<file path="config.mk">
export PLATFORM = sky130hd
export DESIGN_NAME = dns_query_encoder_top
export DESIGN_NICKNAME = d
export VERILOG_FILES = /design/src/rtl/dqe_pkg.sv /design/src/rtl/dqe_front.sv /design/src/rtl/dqe_fifo.sv /design/src/rtl/dqe_back.sv /design/src/rtl/dns_query_encoder_top.sv
export SDC_FILE = /design/constraint.sdc
export NUM_CORES = 1
export LEC_CHECK = 0
export BUFFER_PORTS_ARGS = -buffer_cell sky130_fd_sc_hd__buf_2
export CORE_MARGIN = 2
export CORE_UTILIZATION = 45
export DETAILED_ROUTE_END_ITERATION = 12
export SYNTH_ARGS = -nofsm -noshare
export SYNTH_HDL_FRONTEND = slang
export SYNTH_SLANG_ARGS = --single-unit
</file>
<file path="constraint.sdc">
create_clock -name i_clk -period 17.9 [get_ports i_clk]
set_input_delay 2.685 -clock i_clk [delete_from_list [all_inputs] [get_ports i_clk]]
set_output_delay 2.685 -clock i_clk [all_outputs]
set_load 0.02 [all_outputs]
</file>
<file path="src/rtl/dqe_pkg.sv">
`timescale 1ns / 1ps
// ----------------------------------------------------------------------------
// dqe_pkg
// Shared types, constants and helpers for the DNS query encoder.
// ----------------------------------------------------------------------------
package dqe_pkg;

    localparam int BUF_BYTES = 512;   // physical packet buffer size
    localparam int MAX_LABEL = 63;    // longest legal label
    localparam int HDR_BYTES = 12;    // fixed message header length
    localparam int TRL_BYTES = 4;     // type and class after the name

    localparam logic [7:0] DOT_CHAR = 8'd46;

    // configuration register indexes
    typedef enum logic [2:0] {
        CFG_TID    = 3'd0,
        CFG_RD     = 3'd1,
        CFG_QTYPE  = 3'd2,
        CFG_QCLASS = 3'd3,
        CFG_LIMIT  = 3'd4
    } t_cfg_idx;

    // result status codes
    localparam logic [1:0] ST_OK  = 2'd0;
    localparam logic [1:0] ST_LBL = 2'd1;
    localparam logic [1:0] ST_OVF = 2'd2;

    typedef struct packed {
        logic [15:0] tid;
        logic        rd;
        logic [15:0] qtype;
        logic [15:0] qclass;
        logic [9:0]  limit;    // min(buffer_limit, BUF_BYTES)
    } t_cfg;

    // one classified item, as handed from the front part to the back part
    typedef struct packed {
        logic        hdr;        // emit the header first
        logic        body_err;   // dot closes an empty or oversized label
        logic [9:0]  body_addr;
        logic [7:0]  body_byte;
        logic        last;       // name ends with this item
        logic        end_err;    // final label oversized
        logic        end_dot;    // name ended on a dot
        logic [9:0]  end_ls;     // label start to patch at name end
        logic [5:0]  end_len;
        logic [10:0] tb;         // address of the first type byte
    } t_cmd;

    function automatic logic [7:0] hdr_byte(input t_cfg cfg, input logic [3:0] idx);
        logic [7:0] b;
        case (idx)
            4'd0:    b = cfg.tid[15:8];
            4'd1:    b = cfg.tid[7:0];
            4'd2:    b = {7'd0, cfg.rd};
            4'd5:    b = 8'h01;        // question count low byte
            default: b = 8'h00;
        endcase
        return b;
    endfunction

endpackage

</file>
<file path="src/rtl/dqe_front.sv">
`timescale 1ns / 1ps
// ----------------------------------------------------------------------------
// dqe_front
// Accepts name characters, tracks label positions and classifies each item.
// ----------------------------------------------------------------------------
module dqe_front (
    input  logic             i_clk,
    input  logic             i_rst_n,
    input  dqe_pkg::t_cfg    i_cfg,
    input  logic             i_s_tvalid,
    output logic             o_s_tready,
    input  logic [7:0]       i_s_tdata,    // [7:0] name_char
    input  logic             i_s_tlast,    // end_of_name
    input  logic             i_q_full,
    output logic             o_push,
    output dqe_pkg::t_cmd    o_cmd
);
    import dqe_pkg::*;

    logic        r_in_name;
    logic [9:0]  r_write_pos;
    logic [9:0]  r_label_start;
    logic        r_skipping;

    logic        accept;
    logic        hdr;
    logic        is_dot;
    logic [9:0]  ws;
    logic [9:0]  ls;
    logic [10:0] d;
    logic [10:0] lim;
    logic [10:0] tb;
    logic        body_err;
    logic        end_err;
    logic [9:0]  body_addr;
    logic        ovf;
    logic        err;

    assign o_s_tready = !i_q_full;
    assign accept     = i_s_tvalid && !i_q_full;

    always_comb begin
        hdr       = !r_in_name;
        is_dot    = (i_s_tdata == DOT_CHAR);
        ws        = hdr ? 10'(HDR_BYTES + 1) : r_write_pos;
        ls        = hdr ? 10'(HDR_BYTES) : r_label_start;
        d         = {1'b0, ws} - {1'b0, ls};
        lim       = {1'b0, i_cfg.limit};
        body_err  = is_dot && ((d == 11'd1) || (d > 11'(MAX_LABEL + 1)));
        end_err   = !is_dot && (d > 11'(MAX_LABEL));
        body_addr = is_dot ? ls : ws;
        tb        = is_dot ? ({1'b0, ws} + 11'd1) : ({1'b0, ws} + 11'd2);
        ovf       = (hdr && (lim < 11'(HDR_BYTES)))
                 || ({1'b0, body_addr} >= lim)
                 || (i_s_tlast && !end_err && ((tb + 11'(TRL_BYTES - 1)) >= lim));
        err       = ovf || body_err || (i_s_tlast && end_err);

        o_cmd.hdr       = hdr;
        o_cmd.body_err  = body_err;
        o_cmd.body_addr = body_addr;
        o_cmd.body_byte = is_dot ? 8'(d - 11'd1) : i_s_tdata;
        o_cmd.last      = i_s_tlast;
        o_cmd.end_err   = end_err;
        o_cmd.end_dot   = is_dot;
        o_cmd.end_ls    = is_dot ? ws : ls;
        o_cmd.end_len   = d[5:0];
        o_cmd.tb        = tb;
    end

    assign o_push = accept && !r_skipping;

    always_ff @(posedge i_clk) begin
        if (!i_rst_n) begin
            r_in_name     <= 1'b0;
            r_write_pos   <= '0;
            r_label_start <= '0;
            r_skipping    <= 1'b0;
        end else if (accept) begin
            if (r_skipping) begin
                if (i_s_tlast) begin
                    r_skipping <= 1'b0;
                end
            end else if (err) begin
                r_in_name  <= 1'b0;
                r_skipping <= !i_s_tlast;
            end else if (i_s_tlast) begin
                r_in_name <= 1'b0;
            end else begin
                r_in_name     <= 1'b1;
                r_write_pos   <= ws + 10'd1;
                r_label_start <= is_dot ? ws : ls;
            end
        end
    end

endmodule

</file>
<file path="src/rtl/dqe_fifo.sv">
`timescale 1ns / 1ps
// ----------------------------------------------------------------------------
// dqe_fifo
// Short command queue between the front and the back part.
// ----------------------------------------------------------------------------
module dqe_fifo #(
    parameter int DEPTH = 4
) (
    input  logic             i_clk,
    input  logic             i_rst_n,
    input  logic             i_push,
    input  dqe_pkg::t_cmd    i_data,
    input  logic             i_pop,
    output logic             o_full,
    output logic             o_valid,
    output dqe_pkg::t_cmd    o_data
);
    import dqe_pkg::*;

    localparam int PW = (DEPTH > 1) ? $clog2(DEPTH) : 1;
    localparam int CW = $clog2(DEPTH + 1);

    t_cmd          r_mem [DEPTH];
    logic [PW-1:0] r_wr_ptr;
    logic [PW-1:0] r_rd_ptr;
    logic [CW-1:0] r_count;

    assign o_full  = (r_count == CW'(DEPTH));
    assign o_valid = (r_count != '0);
    assign o_data  = r_mem[r_rd_ptr];

    always_ff @(posedge i_clk) begin
        if (i_push) begin
            r_mem[r_wr_ptr] <= i_data;
        end
    end

    always_ff @(posedge i_clk) begin
        if (!i_rst_n) begin
            r_wr_ptr <= '0;
            r_rd_ptr <= '0;
            r_count  <= '0;
        end else begin
            if (i_push) begin
                r_wr_ptr <= (r_wr_ptr == PW'(DEPTH - 1)) ? '0 : r_wr_ptr + PW'(1);
            end
            if (i_pop) begin
                r_rd_ptr <= (r_rd_ptr == PW'(DEPTH - 1)) ? '0 : r_rd_ptr + PW'(1);
            end
            if (i_push && !i_pop) begin
                r_count <= r_count + CW'(1);
            end else if (i_pop && !i_push) begin
                r_count <= r_count - CW'(1);
            end
        end
    end

endmodule

</file>
<file path="src/rtl/dqe_back.sv">
`timescale 1ns / 1ps
// ----------------------------------------------------------------------------
// dqe_back
// Expands queued commands into addressed byte writes, one per cycle unless stalled.
// ----------------------------------------------------------------------------
module dqe_back (
    input  logic             i_clk,
    input  logic             i_rst_n,
    input  dqe_pkg::t_cfg    i_cfg,
    input  logic             i_cmd_valid,
    input  dqe_pkg::t_cmd    i_cmd,
    output logic             o_cmd_pop,
    output logic             o_m_tvalid,
    input  logic             i_m_tready,
    output logic [23:0]      o_m_tdata,    // [8:0] write_addr, [16:9] write_byte, zero pad
    output logic [1:0]       o_m_tuser,    // [1:0] status
    output logic             o_m_tlast     // packet_done
);
    import dqe_pkg::*;

    typedef enum logic [4:0] {
        PH_HDR   = 5'b00001,
        PH_BODY  = 5'b00010,
        PH_ELEN  = 5'b00100,
        PH_ETERM = 5'b01000,
        PH_TRL   = 5'b10000
    } t_phase;

    t_phase      r_phase;
    logic [3:0]  r_idx;
    logic        r_started;

    logic        r_out_valid;
    logic [8:0]  r_out_addr;
    logic [7:0]  r_out_byte;
    logic [1:0]  r_out_status;
    logic        r_out_done;

    t_phase      ph;
    t_phase      next_ph;
    logic [3:0]  idx;
    logic [3:0]  next_idx;
    logic [10:0] addr;
    logic [7:0]  wbyte;
    logic        lerr;
    logic        ovf;
    logic        cmd_end;
    logic        pkt_done;
    logic        fire;

    always_comb begin
        ph       = r_started ? r_phase : (i_cmd.hdr ? PH_HDR : PH_BODY);
        idx      = r_started ? r_idx : 4'd0;
        next_ph  = ph;
        next_idx = 4'd0;
        addr     = '0;
        wbyte    = '0;
        lerr     = 1'b0;
        cmd_end  = 1'b0;
        pkt_done = 1'b0;
        unique case (ph)
            PH_HDR: begin
                addr  = {7'd0, idx};
                wbyte = hdr_byte(i_cfg, idx);
                if (idx == 4'(HDR_BYTES - 1)) begin
                    next_ph = PH_BODY;
                end else begin
                    next_idx = idx + 4'd1;
                end
            end
            PH_BODY: begin
                lerr    = i_cmd.body_err;
                addr    = {1'b0, i_cmd.body_addr};
                wbyte   = i_cmd.body_byte;
                cmd_end = !i_cmd.last;
                next_ph = PH_ELEN;
            end
            PH_ELEN: begin
                lerr    = i_cmd.end_err;
                addr    = {1'b0, i_cmd.end_ls};
                wbyte   = i_cmd.end_dot ? 8'd0 : {2'd0, i_cmd.end_len};
                next_ph = i_cmd.end_dot ? PH_TRL : PH_ETERM;
            end
            PH_ETERM: begin
                addr    = i_cmd.tb - 11'd1;
                next_ph = PH_TRL;
            end
            PH_TRL: begin
                addr = i_cmd.tb + {7'd0, idx};
                case (idx[1:0])
                    2'd0:    wbyte = i_cfg.qtype[15:8];
                    2'd1:    wbyte = i_cfg.qtype[7:0];
                    2'd2:    wbyte = i_cfg.qclass[15:8];
                    default: wbyte = i_cfg.qclass[7:0];
                endcase
                pkt_done = (idx == 4'(TRL_BYTES - 1));
                cmd_end  = pkt_done;
                next_idx = idx + 4'd1;
            end
            default: begin
                cmd_end = 1'b1;
            end
        endcase
        ovf  = (addr >= {1'b0, i_cfg.limit});
        fire = i_cmd_valid && (!r_out_valid || i_m_tready);
    end

    // an error result ends the command as well
    assign o_cmd_pop = fire && (lerr || ovf || cmd_end);

    always_ff @(posedge i_clk) begin
        if (!i_rst_n) begin
            r_started   <= 1'b0;
            r_phase     <= PH_HDR;
            r_idx       <= '0;
            r_out_valid <= 1'b0;
        end else begin
            if (fire) begin
                r_out_valid <= 1'b1;
            end else if (i_m_tready) begin
                r_out_valid <= 1'b0;
            end
            if (o_cmd_pop) begin
                r_started <= 1'b0;
            end else if (fire) begin
                r_started <= 1'b1;
                r_phase   <= next_ph;
                r_idx     <= next_idx;
            end
        end
    end

    always_ff @(posedge i_clk) begin
        if (fire) begin
            if (lerr || ovf) begin
                r_out_addr   <= '0;
                r_out_byte   <= '0;
                r_out_status <= lerr ? ST_LBL : ST_OVF;
                r_out_done   <= 1'b1;
            end else begin
                r_out_addr   <= addr[8:0];
                r_out_byte   <= wbyte;
                r_out_status <= ST_OK;
                r_out_done   <= pkt_done;
            end
        end
    end

    assign o_m_tvalid = r_out_valid;
    assign o_m_tdata  = {7'd0, r_out_byte, r_out_addr};
    assign o_m_tuser  = r_out_status;
    assign o_m_tlast  = r_out_done;

endmodule

</file>
<file path="src/rtl/dns_query_encoder_top.sv">
`timescale 1ns / 1ps
// ----------------------------------------------------------------------------
// dns_query_encoder_top
// Builds a DNS query message as addressed byte writes from host name chars.
// ----------------------------------------------------------------------------
//
//  channel  | direction | handshake              | contents
//  ---------+-----------+------------------------+-------------------------------
//  s        | in        | i_s_tvalid/o_s_tready  | tdata name_char, tlast end_of_name
//  m        | out       | o_m_tvalid/i_m_tready  | tdata addr+byte, tuser status,
//           |           |                        | tlast packet_done
//  cfg      | in        | i_cfg_valid/o_cfg_ready| index, 16-bit write data
//
//  The front part takes one character per cycle while the command queue has
//  room. The back part emits one byte write per cycle while the output is not
//  stalled: a first character of a name costs 13 results, a middle character
//  1, a name end up to 7, and a name of a single character 19. Output
//  throughput is set by the single write path of the back part.
//  Reset is synchronous, active low; it restores register defaults and empties
//  the queue. A stalled output holds its item; the queue absorbs bursts.
//
module dns_query_encoder_top #(
    parameter int QUEUE_DEPTH = 4
) (
    input  logic        i_clk,
    input  logic        i_rst_n,
    // character input
    input  logic        i_s_tvalid,
    output logic        o_s_tready,
    input  logic [7:0]  i_s_tdata,     // [7:0] name_char
    input  logic        i_s_tlast,     // end_of_name
    // byte write output
    output logic        o_m_tvalid,
    input  logic        i_m_tready,
    output logic [23:0] o_m_tdata,     // [8:0] write_addr, [16:9] write_byte, zero pad
    output logic [1:0]  o_m_tuser,     // [1:0] status
    output logic        o_m_tlast,     // packet_done
    // configuration writes
    input  logic        i_cfg_valid,
    output logic        o_cfg_ready,
    input  logic [2:0]  i_cfg_index,
    input  logic [15:0] i_cfg_data
);
    import dqe_pkg::*;

    logic [15:0] r_tid;
    logic        r_rd;
    logic [15:0] r_qtype;
    logic [15:0] r_qclass;
    logic [9:0]  r_buf_limit;

    t_cfg cfg;
    t_cmd push_cmd;
    t_cmd head_cmd;
    logic push;
    logic pop;
    logic q_full;
    logic q_valid;

    // Always take config writes; the user must write them only while the block is idle, the block does not enforce it.
    assign o_cfg_ready = 1'b1;

    always_ff @(posedge i_clk) begin
        if (!i_rst_n) begin
            r_tid       <= 16'h1234;
            r_rd        <= 1'b1;
            r_qtype     <= 16'h0001;
            r_qclass    <= 16'h0001;
            r_buf_limit <= 10'(BUF_BYTES);
        end else if (i_cfg_valid) begin
            unique case (i_cfg_index)
                CFG_TID:    r_tid       <= i_cfg_data;
                CFG_RD:     r_rd        <= i_cfg_data[0];
                CFG_QTYPE:  r_qtype     <= i_cfg_data;
                CFG_QCLASS: r_qclass    <= i_cfg_data;
                CFG_LIMIT:  r_buf_limit <= i_cfg_data[9:0];
                default: ;  // drop writes to unused indexes
            endcase
        end
    end

    // Clamp the programmed limit to the physical buffer size.
    always_comb begin
        cfg.tid    = r_tid;
        cfg.rd     = r_rd;
        cfg.qtype  = r_qtype;
        cfg.qclass = r_qclass;
        cfg.limit  = ({3'd0, r_buf_limit} > 13'(BUF_BYTES)) ? 10'(BUF_BYTES) : r_buf_limit;
    end

    // Front: classify characters and advance label bookkeeping.
    dqe_front u_front (
        .i_clk      (i_clk),
        .i_rst_n    (i_rst_n),
        .i_cfg      (cfg),
        .i_s_tvalid (i_s_tvalid),
        .o_s_tready (o_s_tready),
        .i_s_tdata  (i_s_tdata),
        .i_s_tlast  (i_s_tlast),
        .i_q_full   (q_full),
        .o_push     (push),
        .o_cmd      (push_cmd)
    );

    // Queue: decouple classification from write generation.
    dqe_fifo #(
        .DEPTH (QUEUE_DEPTH)
    ) u_fifo (
        .i_clk   (i_clk),
        .i_rst_n (i_rst_n),
        .i_push  (push),
        .i_data  (push_cmd),
        .i_pop   (pop),
        .o_full  (q_full),
        .o_valid (q_valid),
        .o_data  (head_cmd)
    );

    // Back: expand each command into header, body, label length, terminator and trailer writes.
    dqe_back u_back (
        .i_clk       (i_clk),
        .i_rst_n     (i_rst_n),
        .i_cfg       (cfg),
        .i_cmd_valid (q_valid),
        .i_cmd       (head_cmd),
        .o_cmd_pop   (pop),
        .o_m_tvalid  (o_m_tvalid),
        .i_m_tready  (i_m_tready),
        .o_m_tdata   (o_m_tdata),
        .o_m_tuser   (o_m_tuser),
        .o_m_tlast   (o_m_tlast)
    );

endmodule

</file>
## After elaboration in Yosys (flattened, before gate mapping)

Memory sizes are Yosys's and may differ from the RTL's. A register that Yosys moved wholly into a read port is not among the register bits.
Index checks and enable logic that the tools add are counted.
Widths: inputs -> output; s select.

- Bits in latches: 0
- Bits in writable memories: 200
- Word-level logic and storage cells: 151
- Register bits after elaboration: 119
- Memories kept: 1
- ROM bits: 0

Memory list:

| name | words | width | rd ports | clocked after Yosys merged registers in | wr ports | line | source |
|---|---|---|---|---|---|---|---|
| u_fifo.r_mem | 4 | 50 | 1 | 1 | 1 | dqe_fifo.sv:23 | `t_cmd r_mem [DEPTH];` |

- Muxes and demuxes: 38
- Reductions and logical operators: 46
- Bitwise gates (word level): 5
- Shift-type cells: 0
- Div/mod/pow operators: 0
- Multiply operators: 0
- Add/sub/neg operators: 13
- Equal/unequal tests: 21
- $lt $le $gt $ge: 7

Operators with widths:

| cell | count |
|---|---|
| $pmux 8 s4 | 2 |
| $pmux 11 s5 | 1 |
| $mux 10 | 5 |
| $pmux 8 s3 | 1 |
| $ge 11x10->1 | 2 |
| $pmux 5 s4 | 1 |
| $mux 5 | 3 |
| $reduce_and 2->1 | 7 |
| $logic_and 1x1->1 | 12 |
| $mux 2 | 6 |
| $add 10x1->11 const B | 1 |
| $add 10x2->11 const B | 1 |
| $add 11x2->11 const B | 1 |
| $add 11x4->11 | 1 |
| $eq 11x1->1 const B | 1 |
| $gt 11x6->1 const B | 1 |
| $gt 11x7->1 const B | 1 |
| $mux 11 | 1 |
| $sub 10x10->11 | 1 |
| $sub 11x1->11 const B | 1 |
| $add 10x1->10 const B | 1 |
| $ge 10x10->1 | 1 |
| $gt 10x10->1 const B | 1 |
| $logic_not 1->1 | 10 |
| 39 further kinds | 67 |

## Logic depth before layout (Yosys ltp)

- Depth after elaboration: 12
- Depth in mapped cells: 29

## By module

Synthesis repeated with hierarchy kept, for this count alone.

- Cells, all modules: 1349
- Area total of the unflattened synthesis: 16473.3 um^2

By module, submodules not included:

| module | instances | cells each | area each (um^2) |
|---|---|---|---|
| dqe_fifo | 1 | 306 | 7731.2 |
| dqe_front | 1 | 466 | 3392.0 |
| dqe_back | 1 | 344 | 2982.9 |
| dns_query_encoder_top | 1 | 233 | 2367.3 |

## Least setup slack after synthesis

OpenSTA, ideal clock, no wires.

- Path kind: in2reg
- Start: in i_s_tdata[4]
- End: reg u_front.r_write_pos[8]
- Path buffers: 3
- Data required time: 17.830 ns
- Data arrival time: 6.370 ns
- Path slack: 11.460 ns
- Cell stages on the path: 17
- Cell sequence: or4b_4 or2_1 buf_2 inv_2 clkbuf_1 clkbuf_1 nand3_1 o21ai_0 ha_1 a21oi_1 and3_1 o21ai_0 a2111oi_0 o221a_2 a21oi_4 or4_1 a21oi_1

RTL lines:

| element | line | source |
|---|---|---|
| from (decl) | dns_query_encoder_top.sv:30 | `input logic [7:0] i_s_tdata,` |
| to (signal assigned) | dqe_front.sv:90 | `r_write_pos <= ws + 10'd1;` |
| to (decl) | dqe_front.sv:21 | `logic [9:0] r_write_pos;` |

## Worst setup path in the final report

- Start: reg u_back.r_started
- End: reg u_fifo.r_count[2]

- Cells in the longest elaborated chain, start to end: 10
- Elaborated cells between the ends (all ways): 22
- Classes of those cells: add/sub (1); order compare (1); eq/ne (6); mux (6); reduce/logical (8)

RTL lines:

| element | line | source |
|---|---|---|
| from (decl) | dqe_back.sv:31 | `logic r_started;` |
| from (signal assigned) | dqe_back.sv:113 | `r_started <= 1'b0;` |
| from (signal assigned) | dqe_back.sv:124 | `r_started <= 1'b0;` |
| from (signal assigned) | dqe_back.sv:126 | `r_started <= 1'b1;` |
| $mux 4 or $mux 5 (tied branches) | dqe_back.sv:53, dqe_back.sv:52 |  |
| $add 11x4->11, or another cell as far along | dqe_back.sv:89 | `addr = i_cmd.tb + {7'd0, idx};` |
| $pmux 11 s5 * | dqe_back.sv:61 | `unique case (ph)` |
| via u_back.addr[7] | dqe_back.sv:43 | `logic [10:0] addr;` |
| $ge 11x10->1 * | dqe_back.sv:104 | `ovf = (addr >= {1'b0, i_cfg.limit});` |
| $logic_or 1x1->1 * (2 in a row) | dqe_back.sv:109 | `assign o_cmd_pop = fire && (lerr \|\| ovf \|\| cmd_end);` |
| $logic_and 1x1->1 * | dqe_back.sv:109 |  |
| $logic_not 1->1 | dqe_fifo.sv:50 | `if (i_push && !i_pop) begin` |
| $logic_and 1x1->1 | dqe_fifo.sv:50 |  |
| $mux 3 or $reduce_bool 2->1 (tied branches) | n/a |  |
| to (signal assigned) | dqe_fifo.sv:51 | `r_count <= r_count + CW'(1);` |
| to (signal assigned) | dqe_fifo.sv:53 | `r_count <= r_count - CW'(1);` |
| to (decl) | dqe_fifo.sv:26 | `logic [CW-1:0] r_count;` |

The timed path passes the listed nets; every way through them passes the cells marked *.
A chain may end at the register's enable or synchronous reset.

==> flow_summary.toml <==
[critical_path]
crit_path_frequent_cell = "inv_1"
rrSetupSlack_ns = 11.26
crit_arrival_ns = 7.07
slowest_stage = "dfxtp_1"
worst-setup-path-type = "register to register"
crit_family = "compound AO/OA/AOI/OAI gates"
reg2reg_depth = 25
critPathLaunchType = "register"
r2r_end = "u_fifo.r_count[2]$_SDFFE_PN0P_"
reg2reg_from = "u_back.r_started$_SDFFE_PP0P_"
crit_fanout = 16
cpPeakStageDelay_ns = 0.72
crit_cells = 25
cp.required_ns = 18.33
crit_buf_inv = 5
endpoint_kind = "register"

[floorplan]
die_area_um2 = 35200
coreArea_um2 = 33360
io-pin-count = 63
start_util_pct = 45.48
fp.dieW_um = 187.6
num_rows = 67
die_height_um = 187.6

[timing]
hold_violations = 0
final.setup.tns_ns = 0
rsz0062_at_grt = "false"
fin_worst_skew_ns = 0.02368
slew_headroom_pct = 22.09
slew_violations = 0
setup_violations = 0
post-route-period-util_pct = 37.11
worst_pin_slew_ns = 1.164
finalCriticalPeriod_ns = 6.643
max_freq_ghz = 0.1505

[cts]
cts.sinks = 321
cts_setup_buffers = 0
cts_inserted_buffers = 35
postCtsResizedCells = 0
cts_max_level = 2
postCtsHoldBufs = 0
cts-root-buf = "clkbuf_16"
clk_pin_slew_ns = 0.06
clock_latency_ns = 0.52
clk_path_buf_depth = 3
cts_tree = "built"

[placement]
placed_cells_incl_taps = 1712
port-buffer-count = 54
gp_congestion = 0.8580
hpwl_mm = 25.46

[grt]
grt_usage_pct = 21.33
grt_max_degree = 63
grt_pass1_vias = 9804
grt_pass1_wl_mm = 58.00
grt-ovfl-total = 0
antenna_found_initial = 0

[synthesis]
synth-seq-cells = 321
postSynthAreaPerCell_um2 = 11.96
ys_top_cells_by_count = "edfxtp_1, nand2_1, dfxtp_1"
yosysWarnings = 0
ys_types = 83
synth_ff_type = "edfxtp_1"
synth_top_area_cell = "edfxtp_1"
synth_top_area_share_pct = 43.54
async_flop_share_pct = 0
synth_edf_count = 220
yosys-top-cells-area = "edfxtp_1, dfxtp_1, mux4_2"
yosysMostFrequentCell = "edfxtp_1"
synth_area_um2 = 15170
ys_seq_area_share_pct = 56.86
synth_cells = 1269

[routing]
drc = 0
drtIter0Drc = 932
wl_mm = 37.59
post_drt_wl_per_cell_um = 21.19
ant_nets = 0
firstDrtPassIters = 7
num_vias = 10200
viasPerCell = 5.748

[final_layout]
final_nets = 1393
diodes = 0
n_fill_cell = 3038
syn2layout_area_growth_pct = 10.88
utilization_pct = 50.42
final_cells = 1774
drive_gt1_share_pct = 14.78

[hold_path]
worstHoldPathCells = 2
hp-class = "register to register"
min_from = "r_qtype[1]$_SDFFE_PN0P_"
hold_end = "r_qtype[1]$_SDFFE_PN0P_"

[run]
drv_cap = 0

[pwr]
ir_worst_vdd_v = 0.00007178
p_total_mw = 2.381
p_leak_nw = 5.988
p_per_area_nw_per_um2 = 141.5

[outcome]
status = "complete, no violations"
==> state kept, by name, indices dropped and copies added, names as in the netlist, 2 cells and up, named ones only <==
| signal | cells |
|---|---|
| u_fifo.r_count | 3 |
| r_qclass | 16 |
| u_front.r_label_start | 10 |
| u_back.r_idx | 4 |
| u_back.r_out_addr | 9 |
| u_fifo.r_wr_ptr | 2 |
| r_qtype | 16 |
| r_tid | 16 |
| u_back.r_out_byte | 8 |
| u_back.r_phase | 5 |
| u_back.o_m_tuser | 2 |
| r_buf_limit | 10 |
| u_front.r_write_pos | 10 |
| u_fifo.r_rd_ptr | 2 |
| u_fifo.r_mem | 200 |
==> metrics by stage <==
step	setup slack (ns)	cell area [um^2]	hold slack, ns
finish	11.26	16820	0.4562
global route	10.72	16820	0.4708
CTS	11.30	16820	0.4578
detailed placement	11.00	15770	0.4497
global placement	11.09	15770	0.4421
floorplan	11.46	15200	0.4318
==> report_power, final <==
| group | switching (mW) | total (mW) | internal [mW] |
|---|---|---|---|
| combinational | 0.461 | 0.749 | 0.288 |
| clock | 0.282 | 0.672 | 0.390 |
| sequential | 0.0499 | 0.960 | 0.910 |
==> worst max path at each step <==
stage                                  start                                  end  slack [ns]
6_report       u_back.r_started$_SDFFE_PP0P_       u_fifo.r_count[2]$_SDFFE_PN0P_       11.26
5_1_grt        u_back.r_started$_SDFFE_PP0P_       u_fifo.r_count[2]$_SDFFE_PN0P_       10.72
4_1_cts        u_back.r_started$_SDFFE_PP0P_       u_fifo.r_count[2]$_SDFFE_PN0P_       11.30
3_5_place_dp                    i_s_tdata[4]  u_front.r_write_pos[8]$_SDFFE_PN0P_       11.00
3_3_place_gp                    i_s_tdata[4]  u_front.r_write_pos[8]$_SDFFE_PN0P_       11.09
2_1_floorplan                   i_s_tdata[4]  u_front.r_write_pos[8]$_SDFFE_PN0P_       11.46
==> final cells by class <==
class,count,area (um^2),share of cell area (%)
clock inverters,8,46.29,0.2752
well taps,448,560.5,3.332
repair buffers,66,360.3,2.142
inverters,40,150.1,0.8925
multi-input cells,837,6061,36.03
flip-flops and latches,321,8633,51.32
clock buffers,54,1012,6.017
==> worst reg2reg max path, cell delays in order (launching register included) <==
cell      delay (ns)
dfxtp_1         0.72
nor4b_2         0.34
and3_1          0.55
inv_2           0.29
nor2_1          0.24
inv_1           0.07
ha_1            0.30
inv_1           0.11
o21bai_1        0.08
a21oi_1         0.20
o21ai_0         0.17
xor2_1          0.17
a222oi_1        0.65
inv_1           0.13
ha_1            0.31
o21ai_0         0.07
o21ai_0         0.11
a211oi_2        0.24
o211ai_2        0.29
nand2_1         0.26
ha_1            0.22
inv_1           0.06
fa_1            0.38
xor2_1          0.18
or3_1           0.30
a21oi_1         0.14
==> layer usage <==
layer  vias to the layer above  share of wire [%]  wire length (um)  global-route usage [%]
li1                       4785                  -                 -                       -
met1                      5040                 46             17370                   31.33
met2                       314                 45             16890                   32.72
met3                        58                6.4              2394                   3.257
met4                         0                2.5               929                   6.632
met5                         -                  0                 0                       0
==> cell usage in the layout, fill, tap and decap left out, types with 5 or more instances in the layout <==
master / synthesis / routed
a21boi_0: 5 / 5
a21o_1: 13 / 13
a21oi_1: 93 / 93
a221oi_1: 6 / 6
a222oi_1: 13 / 13
a22o_1: 8 / 8
a22oi_1: 5 / 5
a31oi_1: 8 / 8
and2_1: 10 / 6
and3_1: 9 / 9
buf_2: 7 / 54
buf_4: 11 / 12
clkbuf_1: 54 / 13
clkbuf_16: 0 / 36
clkinv_1: 2 / 5
conb_1: 2 / 8
dfxtp_1: 101 / 99
edfxtp_1: 220 / 220
ha_1: 56 / 56
inv_1: 35 / 34
mux2i_1: 25 / 25
mux4_2: 50 / 50
nand2_1: 201 / 201
nand2b_1: 13 / 13
nand3_1: 38 / 38
nand4_1: 9 / 9
nor2_1: 67 / 67
nor2b_1: 14 / 14
nor3_1: 11 / 11
o211ai_1: 9 / 9
o21ai_0: 42 / 42
o21ai_1: 5 / 5
o31ai_1: 5 / 5
or3_1: 9 / 9
xnor2_1: 13 / 13
xor2_1: 12 / 12
==> cell families after synthesis <==
| kind of cell | share of synthesized area (%) |
|---|---|
| DFF | 56.86 |
| and+or+nand+nor | 12.62 |
| other | 0.04949 |
| xor gates and xnor gates | 1.765 |
| muxes | 9.071 |
| buffers and inverters | 3.373 |
| AOI/OAI and AO/OA | 11.24 |
| adders and majority gates | 5.014 |
No activity file was read; power rests on OpenSTA's default activity.
